### config.mk
export PLATFORM = sky130hd
export DESIGN_NAME = timer_pool_deadline_scheduler
export DESIGN_NICKNAME = d
export VERILOG_FILES = /design/src/rtl/tpds_pkg.sv /design/src/rtl/timer_pool_deadline_scheduler.sv
export SDC_FILE = /design/constraint.sdc
export NUM_CORES = 2
export LEC_CHECK = 0
export BUFFER_PORTS_ARGS = -buffer_cell sky130_fd_sc_hd__buf_2
export CAP_MARGIN = 40
export CORE_ASPECT_RATIO = 0.7
export CORE_MARGIN = 2
export CORE_UTILIZATION = 30
export CTS_BUF_LIST = sky130_fd_sc_hd__clkbuf_2
export CTS_CLUSTER_SIZE = 14
export DETAILED_ROUTE_END_ITERATION = 10
export GPL_ROUTABILITY_DRIVEN = 0
export GPL_TIMING_DRIVEN = 1
export PLACE_DENSITY = 0.41
export SLEW_MARGIN = 20
export SYNTH_ARGS = -nofsm -noshare
export SYNTH_HDL_FRONTEND = slang
export SYNTH_SLANG_ARGS = --single-unit
### constraint.sdc
create_clock -name i_clk -period 16.1 [get_ports i_clk]
set_clock_uncertainty 0.15 [all_clocks]
set_input_delay 1.61 -clock i_clk [delete_from_list [all_inputs] [get_ports i_clk]]
set_output_delay 1.61 -clock i_clk [all_outputs]
set_load 0.01 [all_outputs]
### src/rtl/tpds_pkg.sv
// ============================================================================
// Deadline timer pool package
// Field widths, operation and status codes, register indexes and defaults.
// ============================================================================
package tpds_pkg;

    // Field widths
    localparam int OP_W      = 2;
    localparam int NOW_W     = 64;
    localparam int DELAY_W   = 32;
    localparam int SLOT_W    = 6;
    localparam int STATUS_W  = 2;
    localparam int TPU_W     = 10;
    localparam int SLICE_W   = 32;
    localparam int CFG_IDX_W = 1;
    localparam int CFG_DAT_W = 32;
    localparam int PROD_W    = DELAY_W + TPU_W;

    // Packed stream widths (whole bytes)
    localparam int S_DATA_W = 104;
    localparam int M_DATA_W = 72;

    // Defaults
    localparam int                 TIMER_SLOTS_DEF = 16;
    localparam logic [TPU_W-1:0]   TPU_RST         = 10'd10;
    localparam logic [SLICE_W-1:0] SLICE_RST       = 32'd100000;
    localparam logic [NOW_W-1:0]   NO_DEADLINE     = '1;

    // Operation codes
    localparam logic [OP_W-1:0] OP_ADD  = 2'd0;
    localparam logic [OP_W-1:0] OP_DEL  = 2'd1;
    localparam logic [OP_W-1:0] OP_TICK = 2'd2;
    localparam logic [OP_W-1:0] OP_NEXT = 2'd3;

    // Result status codes
    localparam logic [STATUS_W-1:0] ST_OK       = 2'd0;
    localparam logic [STATUS_W-1:0] ST_FULL     = 2'd1;
    localparam logic [STATUS_W-1:0] ST_NOTVALID = 2'd2;
    localparam logic [STATUS_W-1:0] ST_NONE     = 2'd3;

    // Configuration register indexes
    localparam logic [CFG_IDX_W-1:0] CFG_TPU   = 1'b0;
    localparam logic [CFG_IDX_W-1:0] CFG_SLICE = 1'b1;

endpackage

### src/rtl/timer_pool_deadline_scheduler.sv
// ============================================================================
// Deadline timer pool scheduler
// A pool of one-shot timers with add, delete, expiry scan and next-deadline
// query operations. Deadlines live in a single-port synchronous memory.
// ============================================================================
//
// Channel     | Direction | Handshake                     | Contents
// ------------+-----------+-------------------------------+--------------------------------
// s_axis      | in        | tvalid / tready               | tuser op, tdata now/delay/slot
// m_axis      | out       | tvalid / tready, tlast        | tuser status, tdata slot/value
// cfg         | in        | write enable, no wait         | ticks_per_us, slice_ticks
//
// Timing: a delete checks its slot's valid bit, with no scan. An add scans the
// valid bits one slot per cycle until the first free slot. Tick and next stream
// the deadline memory one slot per cycle through its single read port, but for
// a stall of the tick scan. One transaction is in work at a time; a finished
// result waits in the output register while the next input transaction is
// taken. Reset clears the valid bits at once, so there is no clearing pass. A
// stalled output holds the tick scan in place when a second expired slot is
// found; the other operations wait with their result until the output is free.
// ============================================================================
module timer_pool_deadline_scheduler
    import tpds_pkg::*;
#(
    parameter int TIMER_SLOTS = TIMER_SLOTS_DEF
) (
    input  logic                  i_clk,
    input  logic                  i_rst_n,
    // Input stream
    input  logic                  i_s_axis_tvalid,
    output logic                  o_s_axis_tready,
    input  logic [S_DATA_W-1:0]   i_s_axis_tdata,   // now[63:0], delay_us[95:64], slot[101:96]
    input  logic [OP_W-1:0]       i_s_axis_tuser,   // op[1:0]
    // Result stream
    output logic                  o_m_axis_tvalid,
    input  logic                  i_m_axis_tready,
    output logic [M_DATA_W-1:0]   o_m_axis_tdata,   // result_slot[5:0], tick_value[69:6]
    output logic [STATUS_W-1:0]   o_m_axis_tuser,   // status[1:0]
    output logic                  o_m_axis_tlast,
    // Configuration writes
    input  logic                  i_cfg_we,
    input  logic [CFG_IDX_W-1:0]  i_cfg_idx,
    input  logic [CFG_DAT_W-1:0]  i_cfg_wdata
);

    // Slot index width and a scan counter one bit wider so it can hold the end.
    localparam int SLOT_IW = (TIMER_SLOTS > 1) ? $clog2(TIMER_SLOTS) : 1;
    localparam int IW      = SLOT_IW + 1;
    localparam logic [IW-1:0]     IDX_END  = IW'(TIMER_SLOTS);
    localparam logic [SLOT_W:0]   SLOT_LIM = (SLOT_W + 1)'(TIMER_SLOTS);

    typedef enum logic [2:0] {
        S_IDLE,
        S_ADD,
        S_DEL,
        S_TICK,
        S_NEXT
    } t_state;

    // Input fields
    logic [NOW_W-1:0]   in_now;
    logic [DELAY_W-1:0] in_delay;
    logic [SLOT_W-1:0]  in_slot;

    assign in_now   = i_s_axis_tdata[NOW_W-1:0];
    assign in_delay = i_s_axis_tdata[NOW_W+DELAY_W-1:NOW_W];
    assign in_slot  = i_s_axis_tdata[NOW_W+DELAY_W+SLOT_W-1:NOW_W+DELAY_W];

    // Control state
    t_state                 r_state;
    logic [TIMER_SLOTS-1:0] r_valid;
    logic [IW-1:0]          r_idx;
    logic                   r_chk_vld;
    logic [SLOT_IW-1:0]     r_chk_idx;
    logic                   r_pend_vld;
    logic                   r_out_vld;

    // Configuration registers
    logic [TPU_W-1:0]       r_tpu;
    logic [SLICE_W-1:0]     r_slice;

    // Payload registers
    logic [NOW_W-1:0]       r_now;
    logic [PROD_W-1:0]      r_prod;
    logic [SLOT_W-1:0]      r_slot;
    logic [NOW_W-1:0]       r_best;
    logic [SLOT_IW-1:0]     r_pend_slot;
    logic [NOW_W-1:0]       r_pend_dl;
    logic [STATUS_W-1:0]    r_out_status;
    logic [SLOT_W-1:0]      r_out_slot;
    logic [NOW_W-1:0]       r_out_value;
    logic                   r_out_last;

    // Deadline memory, one read or write per cycle, registered read data.
    logic [NOW_W-1:0]       mem_dl [TIMER_SLOTS];
    logic [NOW_W-1:0]       r_rd_data;

    // Datapath and control decisions
    logic                   s_acc;
    logic                   out_free;
    logic [SLOT_IW-1:0]     idx_lo;
    logic                   scan_issue;
    logic                   scan_done;
    logic                   hit;
    logic                   tick_stall;
    logic                   scan_adv;
    logic                   mem_re;
    logic                   add_take;
    logic [NOW_W-1:0]       add_dl;
    logic                   del_ok;
    logic                   emit;
    logic [STATUS_W-1:0]    e_status;
    logic [SLOT_W-1:0]      e_slot;
    logic [NOW_W-1:0]       e_value;
    logic                   e_last;

    assign o_s_axis_tready = (r_state == S_IDLE);
    assign s_acc           = i_s_axis_tvalid && o_s_axis_tready;
    assign out_free        = !r_out_vld || i_m_axis_tready;
    assign idx_lo          = r_idx[SLOT_IW-1:0];
    assign scan_issue      = (r_idx < IDX_END);
    assign scan_done       = !r_chk_vld && !scan_issue;

    // A slot expires when it is valid and its deadline is at or before now.
    assign hit        = r_chk_vld && r_valid[r_chk_idx] && (r_now >= r_rd_data);
    // A second expired slot must push the held one out; without room, hold.
    assign tick_stall = hit && r_pend_vld && !out_free;
    assign scan_adv   = (r_state == S_TICK) ? !tick_stall : 1'b1;
    assign mem_re     = ((r_state == S_TICK) || (r_state == S_NEXT)) && scan_adv && scan_issue;

    assign add_dl = r_now + NOW_W'(r_prod);
    assign del_ok = ({1'b0, r_slot} < SLOT_LIM) && r_valid[r_slot[SLOT_IW-1:0]];

    always_comb begin
        emit     = 1'b0;
        add_take = 1'b0;
        e_status = ST_OK;
        e_slot   = '0;
        e_value  = '0;
        e_last   = 1'b1;
        unique case (r_state)
            S_ADD: begin
                priority if (r_idx == IDX_END) begin
                    emit     = out_free;
                    e_status = ST_FULL;
                end else if (!r_valid[idx_lo] && out_free) begin
                    emit     = 1'b1;
                    add_take = 1'b1;
                    e_slot   = SLOT_W'(idx_lo);
                    e_value  = add_dl;
                end else begin
                    // Slot taken or result register busy: keep scanning or wait.
                    emit = 1'b0;
                end
            end
            S_DEL: begin
                emit     = out_free;
                e_status = del_ok ? ST_OK : ST_NOTVALID;
                e_slot   = r_slot;
            end
            S_TICK: begin
                priority if (hit && r_pend_vld && out_free) begin
                    emit    = 1'b1;
                    e_slot  = SLOT_W'(r_pend_slot);
                    e_value = r_pend_dl;
                    e_last  = 1'b0;
                end else if (scan_done && out_free) begin
                    emit = 1'b1;
                    if (r_pend_vld) begin
                        e_slot  = SLOT_W'(r_pend_slot);
                        e_value = r_pend_dl;
                    end else begin
                        e_status = ST_NONE;
                    end
                end else begin
                    // Scan still running with nothing to push out, or the output register busy.
                    emit = 1'b0;
                end
            end
            S_NEXT: begin
                emit    = scan_done && out_free;
                e_value = r_best;
            end
            default: begin
                emit = 1'b0;
            end
        endcase
    end

    // Deadline memory port: the add writes, the scans read.
    always_ff @(posedge i_clk) begin
        if (add_take) begin
            mem_dl[idx_lo] <= add_dl;
        end
        if (mem_re) begin
            r_rd_data <= mem_dl[idx_lo];
        end
    end

    // State, scan control, valid bits, configuration and result register.
    always_ff @(posedge i_clk) begin
        if (!i_rst_n) begin
            r_state    <= S_IDLE;
            r_valid    <= '0;
            r_idx      <= '0;
            r_chk_vld  <= 1'b0;
            r_pend_vld <= 1'b0;
            r_out_vld  <= 1'b0;
            r_tpu      <= TPU_RST;
            r_slice    <= SLICE_RST;
        end else begin
            if (i_cfg_we) begin
                unique case (i_cfg_idx)
                    CFG_TPU:   r_tpu   <= i_cfg_wdata[TPU_W-1:0];
                    CFG_SLICE: r_slice <= i_cfg_wdata[SLICE_W-1:0];
                    default:   r_tpu   <= r_tpu;
                endcase
            end

            if (emit) begin
                r_out_vld    <= 1'b1;
                r_out_status <= e_status;
                r_out_slot   <= e_slot;
                r_out_value  <= e_value;
                r_out_last   <= e_last;
            end else if (i_m_axis_tready) begin
                r_out_vld <= 1'b0;
            end

            unique case (r_state)
                S_IDLE: begin
                    if (s_acc) begin
                        r_now     <= in_now;
                        r_prod    <= PROD_W'(in_delay) * PROD_W'(r_tpu);
                        r_slot    <= in_slot;
                        r_best    <= in_now + NOW_W'(r_slice);
                        r_idx     <= '0;
                        r_chk_vld <= 1'b0;
                        unique case (i_s_axis_tuser)
                            OP_ADD:  r_state <= S_ADD;
                            OP_DEL:  r_state <= S_DEL;
                            OP_TICK: r_state <= S_TICK;
                            OP_NEXT: r_state <= S_NEXT;
                            default: r_state <= S_IDLE;
                        endcase
                    end
                end
                S_ADD: begin
                    if (add_take) begin
                        r_valid[idx_lo] <= 1'b1;
                    end
                    if (emit) begin
                        r_state <= S_IDLE;
                    end else if ((r_idx != IDX_END) && r_valid[idx_lo]) begin
                        r_idx <= r_idx + 1'b1;
                    end
                end
                S_DEL: begin
                    if (emit) begin
                        if (del_ok) begin
                            r_valid[r_slot[SLOT_IW-1:0]] <= 1'b0;
                        end
                        r_state <= S_IDLE;
                    end
                end
                S_TICK, S_NEXT: begin
                    if (scan_adv) begin
                        r_chk_vld <= scan_issue;
                        r_chk_idx <= idx_lo;
                        if (scan_issue) begin
                            r_idx <= r_idx + 1'b1;
                        end
                    end
                    // Hold the latest expired slot until we know whether it is the last.
                    if ((r_state == S_TICK) && hit && !tick_stall) begin
                        r_pend_vld  <= 1'b1;
                        r_pend_slot <= r_chk_idx;
                        r_pend_dl   <= r_rd_data;
                    end
                    if ((r_state == S_NEXT) && r_chk_vld && r_valid[r_chk_idx] &&
                        (r_rd_data < r_best)) begin
                        r_best <= r_rd_data;
                    end
                    if (scan_done && emit) begin
                        r_pend_vld <= 1'b0;
                        r_state    <= S_IDLE;
                    end
                end
                default: begin
                    r_state <= S_IDLE;
                end
            endcase
        end
    end

    assign o_m_axis_tvalid = r_out_vld;
    assign o_m_axis_tuser  = r_out_status;
    assign o_m_axis_tlast  = r_out_last;
    assign o_m_axis_tdata  = {(M_DATA_W - SLOT_W - NOW_W)'(0), r_out_value, r_out_slot};

    // ------------------------------------------------------------------------
    // Assertions
    // ------------------------------------------------------------------------

    // No scan or held expiry may survive into the idle state.
    a_idle_clean: assert property (@(posedge i_clk) disable iff (!i_rst_n)
        (r_state == S_IDLE) |-> (!r_pend_vld && !r_chk_vld))
        else $error("scan state left over in idle");

    // A held expired slot only exists during a tick scan.
    a_pend_tick: assert property (@(posedge i_clk) disable iff (!i_rst_n)
        r_pend_vld |-> (r_state == S_TICK))
        else $error("held expiry outside tick scan");

    // Pool full is reported only when every slot is taken.
    a_full_all: assert property (@(posedge i_clk) disable iff (!i_rst_n)
        (emit && (e_status == ST_FULL)) |-> (&r_valid))
        else $error("pool full reported with a free slot");

    // A slot handed out by add is marked valid in the next cycle.
    a_add_valid: assert property (@(posedge i_clk) disable iff (!i_rst_n)
        add_take |=> r_valid[$past(idx_lo)])
        else $error("added slot not marked valid");

    // A none-expired result always closes its item.
    a_none_last: assert property (@(posedge i_clk) disable iff (!i_rst_n)
        (r_out_vld && (r_out_status == ST_NONE)) |-> r_out_last)
        else $error("none result without last");

endmodule
* Word-level counts from Yosys, hierarchy flattened
Memory sizes are Yosys's and may differ from the RTL's. A register that Yosys moved wholly into a read port is not among the register bits. Cells that the tools add are included.
Storage, ports and cells: register bits 390, memories kept 1, memory bits (writable) 1024, word-level logic and storage cells 171, output and inout bits 77, input port bits 144
Operators by class: $mul 1, mux-type cells 64, reductions and logical operators 50, order comparisons 9, equality and inequality tests 20, $add $sub $neg 3, bitwise gates (word level) 4
Memories:
- mem_dl | depth 16, bits a word 64, read ports 1, clocked after memory_dff 1, write ports 1, RTL line timer_pool_deadline_scheduler.sv:95 | logic [NOW_W-1:0] mem_dl [TIMER_SLOTS];
Operators by type and width (number):
- $mux 64 | 7
- $pmux 64 s3 | 1
- $pmux 64 s2 | 1
- $add 64x32->64 | 1
- $add 64x42->64 | 1
- $ge 64x64->1 | 1
- $lt 64x64->1 | 1
- $mux 16 | 3
- $mul 32x10->42 | 1
- $pmux 16 s2 | 1
- $mux 5 | 5
- $mux 1 | 22
- $logic_and 1x1->1 | 21
- $mux 4 | 5
- $ne 2x2->1 const B | 9
- $pmux 6 s3 | 1
- $and 16x16->16 | 1
- $not 16->16 | 1
- $or 16x16->16 | 1
- $lt 4x5->1 const B | 3
- $pmux 5 s3 | 1
- $reduce_and 3->1 | 5
- $bmux 1 s4 | 3
- $pmux 3 s4 | 1
- 30 further kinds | 54

* Logic depth before layout (Yosys ltp)
depth after elaboration 11, depth in mapped cells 23, depth with buffers taken out 22

* Least setup slack after synthesis
Ideal clock, no wire load.
kind reg-to-reg, start point reg r_idx[0], end point reg r_valid[3], clock period less this slack 7.736 ns, library setup time 0.095 ns, slack 8.364 ns, required time 15.855 ns, buffers on the path 4, data arrival time 7.490 ns, cell stages (with the launch flop) 13, path through dfxtp_1 > buf_2 > clkbuf_1 > buf_1 > inv_1 > ha_1 > and3_1 > nor4_1 > buf_2 > nand2_1 > nor3_1 > o21ai_0 > a41oi_1
On the way: cells in the longest elaborated chain, start to end 9, elaborated cells on any way between the ends 27, classes of those cells order compare (3); eq/ne (3); mux (13); bitwise (1); reduce/logical (7)
RTL lines:
- start, declared | RTL line timer_pool_deadline_scheduler.sv:72 | logic [IW-1:0] r_idx;
- start signal, assigned | RTL line timer_pool_deadline_scheduler.sv:255 | r_idx <= r_idx + 1'b1;
- start signal, assigned | RTL line timer_pool_deadline_scheduler.sv:271 | r_idx <= r_idx + 1'b1;
- $bmux 1 s4 or $lt 5x5->1 (tied branches) | RTL line timer_pool_deadline_scheduler.sv:146, timer_pool_deadline_scheduler.sv:121
- $mux 1 (not written as such) or $logic_not 1->1 (tied branches) | RTL line timer_pool_deadline_scheduler.sv:146, timer_pool_deadline_scheduler.sv:122
- $logic_not 1->1 or $logic_and 1x1->1 (tied branches) | RTL line timer_pool_deadline_scheduler.sv:146, timer_pool_deadline_scheduler.sv:122
- $logic_and 1x1->1, on equally long branches | RTL line timer_pool_deadline_scheduler.sv:146, timer_pool_deadline_scheduler.sv:167, timer_pool_deadline_scheduler.sv:181
- $mux 1, on equally long branches | RTL line timer_pool_deadline_scheduler.sv:146, timer_pool_deadline_scheduler.sv:167
- $mux 1, on equally long branches | RTL line timer_pool_deadline_scheduler.sv:143, timer_pool_deadline_scheduler.sv:162
- $pmux 1 s4 or $mux 1 (tied branches) | RTL line timer_pool_deadline_scheduler.sv:141 | unique case (r_state)
- $ne 2x2->1 (no line)
- $reduce_and 4->1 (no line)
- end signal, assigned | RTL line timer_pool_deadline_scheduler.sv:204 | r_valid <= '0;
- end signal, assigned by index | RTL line timer_pool_deadline_scheduler.sv:250 | r_valid[idx_lo] <= 1'b1;
- end signal, assigned by index | RTL line timer_pool_deadline_scheduler.sv:261 | r_valid[r_slot[SLOT_IW-1:0]] <= 1'b0;
- end, declared | RTL line timer_pool_deadline_scheduler.sv:71 | logic [TIMER_SLOTS-1:0] r_valid;
Parallel ways exist; a longest one is shown, timed or not. The select of a mux whose other input is x is not followed. A chain may end at the register's enable or synchronous reset.

* Worst setup path after layout
start point reg r_tpu[1], end point reg r_prod[39], data pin
On the way: cells in the longest elaborated chain, start to end 1
RTL lines:
- start, declared | RTL line timer_pool_deadline_scheduler.sv:79 | logic [TPU_W-1:0] r_tpu;
- start signal, assigned | RTL line timer_pool_deadline_scheduler.sv:214 | CFG_TPU: r_tpu <= i_cfg_wdata[TPU_W-1:0];
- start signal, assigned | RTL line timer_pool_deadline_scheduler.sv:216 | default: r_tpu <= r_tpu;
- $mul 32x10->42 | RTL line timer_pool_deadline_scheduler.sv:234 | r_prod <= PROD_W'(in_delay) * PROD_W'(r_tpu);
- end signal, assigned | RTL line timer_pool_deadline_scheduler.sv:234
- end, declared | RTL line timer_pool_deadline_scheduler.sv:84 | logic [PROD_W-1:0] r_prod;
No other way between the ends.

==> flow_metrics.tcl <==
set metrics [dict create \
    placed_area_um2 79300 \
    period_needed_ns 6.77 \
    setup_tns_ns 0 \
    path_class "reg -> reg" \
    synth_area_per_cell_um2 15.1 \
    use_met1_pct 27.9 \
    start_util_pct 30.2 \
    synth_seq_area_share_pct 59.8 \
    seqPwrFrac_pct 45.2 \
    nets 6173 \
    syn_inst 4855 \
    core_um2 242000 \
    maxSlewViolCount 0 \
    antenna_found_initial 13 \
    drc 0 \
    globalRouteMet2Util_pct 27.4 \
    relSlewSlack_pct 25.2 \
    ys_ff_latch 1478 \
    p_int_mw 7.69 \
    sw_frac_of_total_pct 35.9 \
    dr.pass1.iters 6 \
    drt-total-wl_um 231000 \
    fin_area_um2 83900 \
    leakagePower_nw 31.4 \
    maxCapViolations 0 \
    max_slew.worst_pin.slew_ns 1.12 \
    clock-sinks 1478 \
    power.switching_mw 4.32 \
    finalSetupViolations 0 \
    seqCellArea_um2 43700 \
    clockBufferDepth 4 \
    period_share_pct 42.0 \
    fmax_ghz 0.148 \
    track_usage_pct 18.4 \
    hold_viol_final 0 \
    endpoint_kind "flop" \
    holdCritPathClass "reg -> reg" \
    root_buffer "clkbuf_2" \
    vias 44600 \
    multi_input_area_um2 27400 \
    required_ns 17.30 \
    grt_use_met3_pct 3.24 \
    crit_chain "buf_12, nand2_1, fa_1, inv_1, fa_1, inv_1, fa_1, inv_1, fa_1, inv_1, fa_1, inv_1, ha_1, a2111oi_0, nor3_1, nand3_1, o21ai_0, buf_4, a2111o_1, nand2_1, a21oi_1, a21oi_1, nor2b_1, o31a_1" \
    cp-start-kind "flop" \
    crit_family "adder cells" \
    worstSkewPairLatency_ns 1.66 \
    arrival_ns 7.97 \
    die_width_um 594 \
    wl_per_cell_um 25.7 \
    nFillCells 23600 \
    grt_most_used_layer "met1" \
    critPathBufInv 7 \
    slowest_delay_ns 0.58 \
    drt-initial-drc-count 3781 \
    synth-edff-count 1409 \
    die_h_um 417 \
    io_buffers 216 \
    rsz0062_at_grt "no" \
    cpMaxStageDelayCell "a2111oi_0" \
    rows 151 \
    netlist-cell-type-count 77 \
    p_comb_share_pct 32.6 \
    synth_flop_cell "edfxtp_1" \
    status "finished, final reports clean" \
    grt_overflow 0 \
    vias_per_cell 4.97 \
    path_clk_slew_ns 0.10 \
    synthArstFlopShare_pct 0 \
    grt_pass1_vias 45600 \
    yosysWarnings 0 \
    syn_area_um2 73100 \
    drive_gt1_share_pct 23.8 \
    die-area_um2 248000 \
    ant_nets 0 \
    cp_max_fo 26 \
    power_density_nw_per_um2 143 \
    cts_tree "yes" \
    grt_pass1_wl_um 332000 \
    pin_count 221 \
    grt_max_degree 124 \
    peakVddDrop_mv 0.0864 \
    h-tree-depth 5 \
    area_growth_pct 14.9 \
    clkPwrFrac_pct 22.2 \
    numCtsBuffers 377 \
    dp_hpwl_um 155000 \
]
==> sequential cells by signal, summed over array words and instances, names as in the netlist <==
name / cells
mem_dl: 1024
r_best: 64
r_now: 64
r_out_value: 64
r_pend_dl: 64
r_rd_data: 64
r_prod: 42
r_slice: 32
r_valid: 16
r_tpu: 10
r_out_slot: 6
r_slot: 6
r_idx: 5
r_chk_idx: 4
r_pend_slot: 4
r_state: 3
o_m_axis_tuser: 2
o_m_axis_tlast: 1
o_m_axis_tvalid: 1
r_chk_vld: 1
r_pend_vld: 1
==> worst min-delay path, stage by stage (launching register included) <==
cell	delay (ns)
dfxtp_1	0.32
nand2_1	0.05
a21oi_1	0.05
==> cells by family after synthesis <==
group | share of synthesized area, %
mux | 10.4
other cells | 0.00513
simple gates | 6.64
fa+ha+maj | 11.5
compound gates | 6.75
buf+inv | 3.22
xor+xnor | 1.74
flops | 59.8
==> per-layer routing <==
| metal | up-vias | part of all wire (%) |
|---|---|---|
| met5 | - | 0.010 |
| li1 | 19800 | - |
| met2 | 1299 | 44 |
| met1 | 23300 | 49 |
| met4 | 4 | 1.8 |
| met3 | 311 | 5.2 |
==> power groups by stage <==
stage | sequential (mW) | clock (mW) | combinational (mW)
2_1_floorplan | 5.46 | 0 | 2.36
3_3_place_gp | 5.53 | 0 | 3.82
3_5_place_dp | 5.52 | 0 | 3.93
4_1_cts | 5.44 | 2.80 | 3.98
5_1_grt | 5.46 | 2.98 | 4.34
6_report | 5.43 | 2.67 | 3.92
==> final timing paths <==
path                            slack [ns]  cells past startpoint   startpoint     endpoint
worst max-delay path                  9.33                     24     r_tpu[1]   r_prod[39]
worst min-delay path                  0.32                      2  r_slice[17]  r_slice[17]
worst max register to register        9.33                     24     r_tpu[1]   r_prod[39]
worst min register to register        0.32                      2  r_slice[17]  r_slice[17]
==> metrics by stage <==
step	power (mW)	cells	utilization [%]	worst slack [ns]	hold WS, ns
global route	12.8	8988	34.7	8.88	0.138
finish	12.0	8991	34.7	9.33	0.316
detailed placement	9.45	8226	32.8	8.11	0.307
global placement	9.35	8186	32.4	8.09	0.303
floorplan	7.82	4856	-	8.36	0.256
CTS	12.2	8980	34.6	9.02	0.0657
==> what timing repair did <==
item / in CTS / in global routing
gates resized for setup: 0 / 0
buffers inserted: 0 / 0
hold buffers: 105 / 0
hold endpoints to repair: 132 / 0
==> layout make-up <==
type                            count  area share (%)
Sequential cell                  1478            52.1
Timing Repair Buffer              487            4.62
Antenna cell                        4          0.0119
Clock inverter                    118           0.900
Clock buffer                      531            3.17
Multi-Input combinational cell   2757            32.6
Tap cell                         3213            4.79
Inverter                          403            1.80
==> cell usage in the layout (no fill, tap or decap), drive strengths merged, types with 26 or more instances in the layout <==
master       instances
nand2              448
and2               185
edfxtp            1409
mux4               335
buf                381
o21ai              139
a21oi              192
ha                 285
a21o               147
dlygate4sd3        105
clkinv             102
nor2               106
nor3                42
xor2                59
nand3               55
fa                 240
clkbuf             532
and3                32
dfxtp               69
a211oi              31
xnor2               86
nand4               46
a22o                26
inv                408
==> Yosys cell counts, types with 5 or more instances <==
library cell / instances / area (um^2)
and4_1: 6 / 52.6
buf_2: 10 / 50.1
buf_1: 34 / 128
o21ai_0: 138 / 691
o31ai_1: 11 / 82.6
nand2_1: 448 / 1680
a21o_1: 147 / 1100
edfxtp_1: 1409 / 42300
a21oi_1: 191 / 956
o21bai_1: 17 / 128
fa_1: 240 / 4800
o21a_1: 20 / 150
mux2i_1: 5 / 50.1
mux4_2: 335 / 7540
nor3b_1: 8 / 60.1
a31oi_1: 19 / 119
a211oi_1: 31 / 233
nor3_1: 42 / 210
inv_1: 402 / 1510
a22oi_1: 20 / 150
clkbuf_1: 172 / 646
and2_1: 185 / 1160
or2_2: 7 / 43.8
nand2b_1: 25 / 156
or4_1: 6 / 45.0
a31o_2: 5 / 43.8
o22a_1: 5 / 43.8
a2111oi_0: 10 / 87.6
ha_1: 285 / 3570
nor2_1: 106 / 398
xnor2_1: 86 / 753
nand4_1: 46 / 288
nor2b_1: 21 / 131
and3_1: 32 / 200
o211ai_1: 16 / 120
xor2_1: 59 / 517
nand3_1: 55 / 275
a222oi_1: 19 / 190
o221a_2: 10 / 113
nand3b_1: 5 / 37.5
a22o_1: 26 / 228
a221oi_1: 5 / 43.8
dfxtp_1: 69 / 1380
Power figures use the tool's default switching activity.
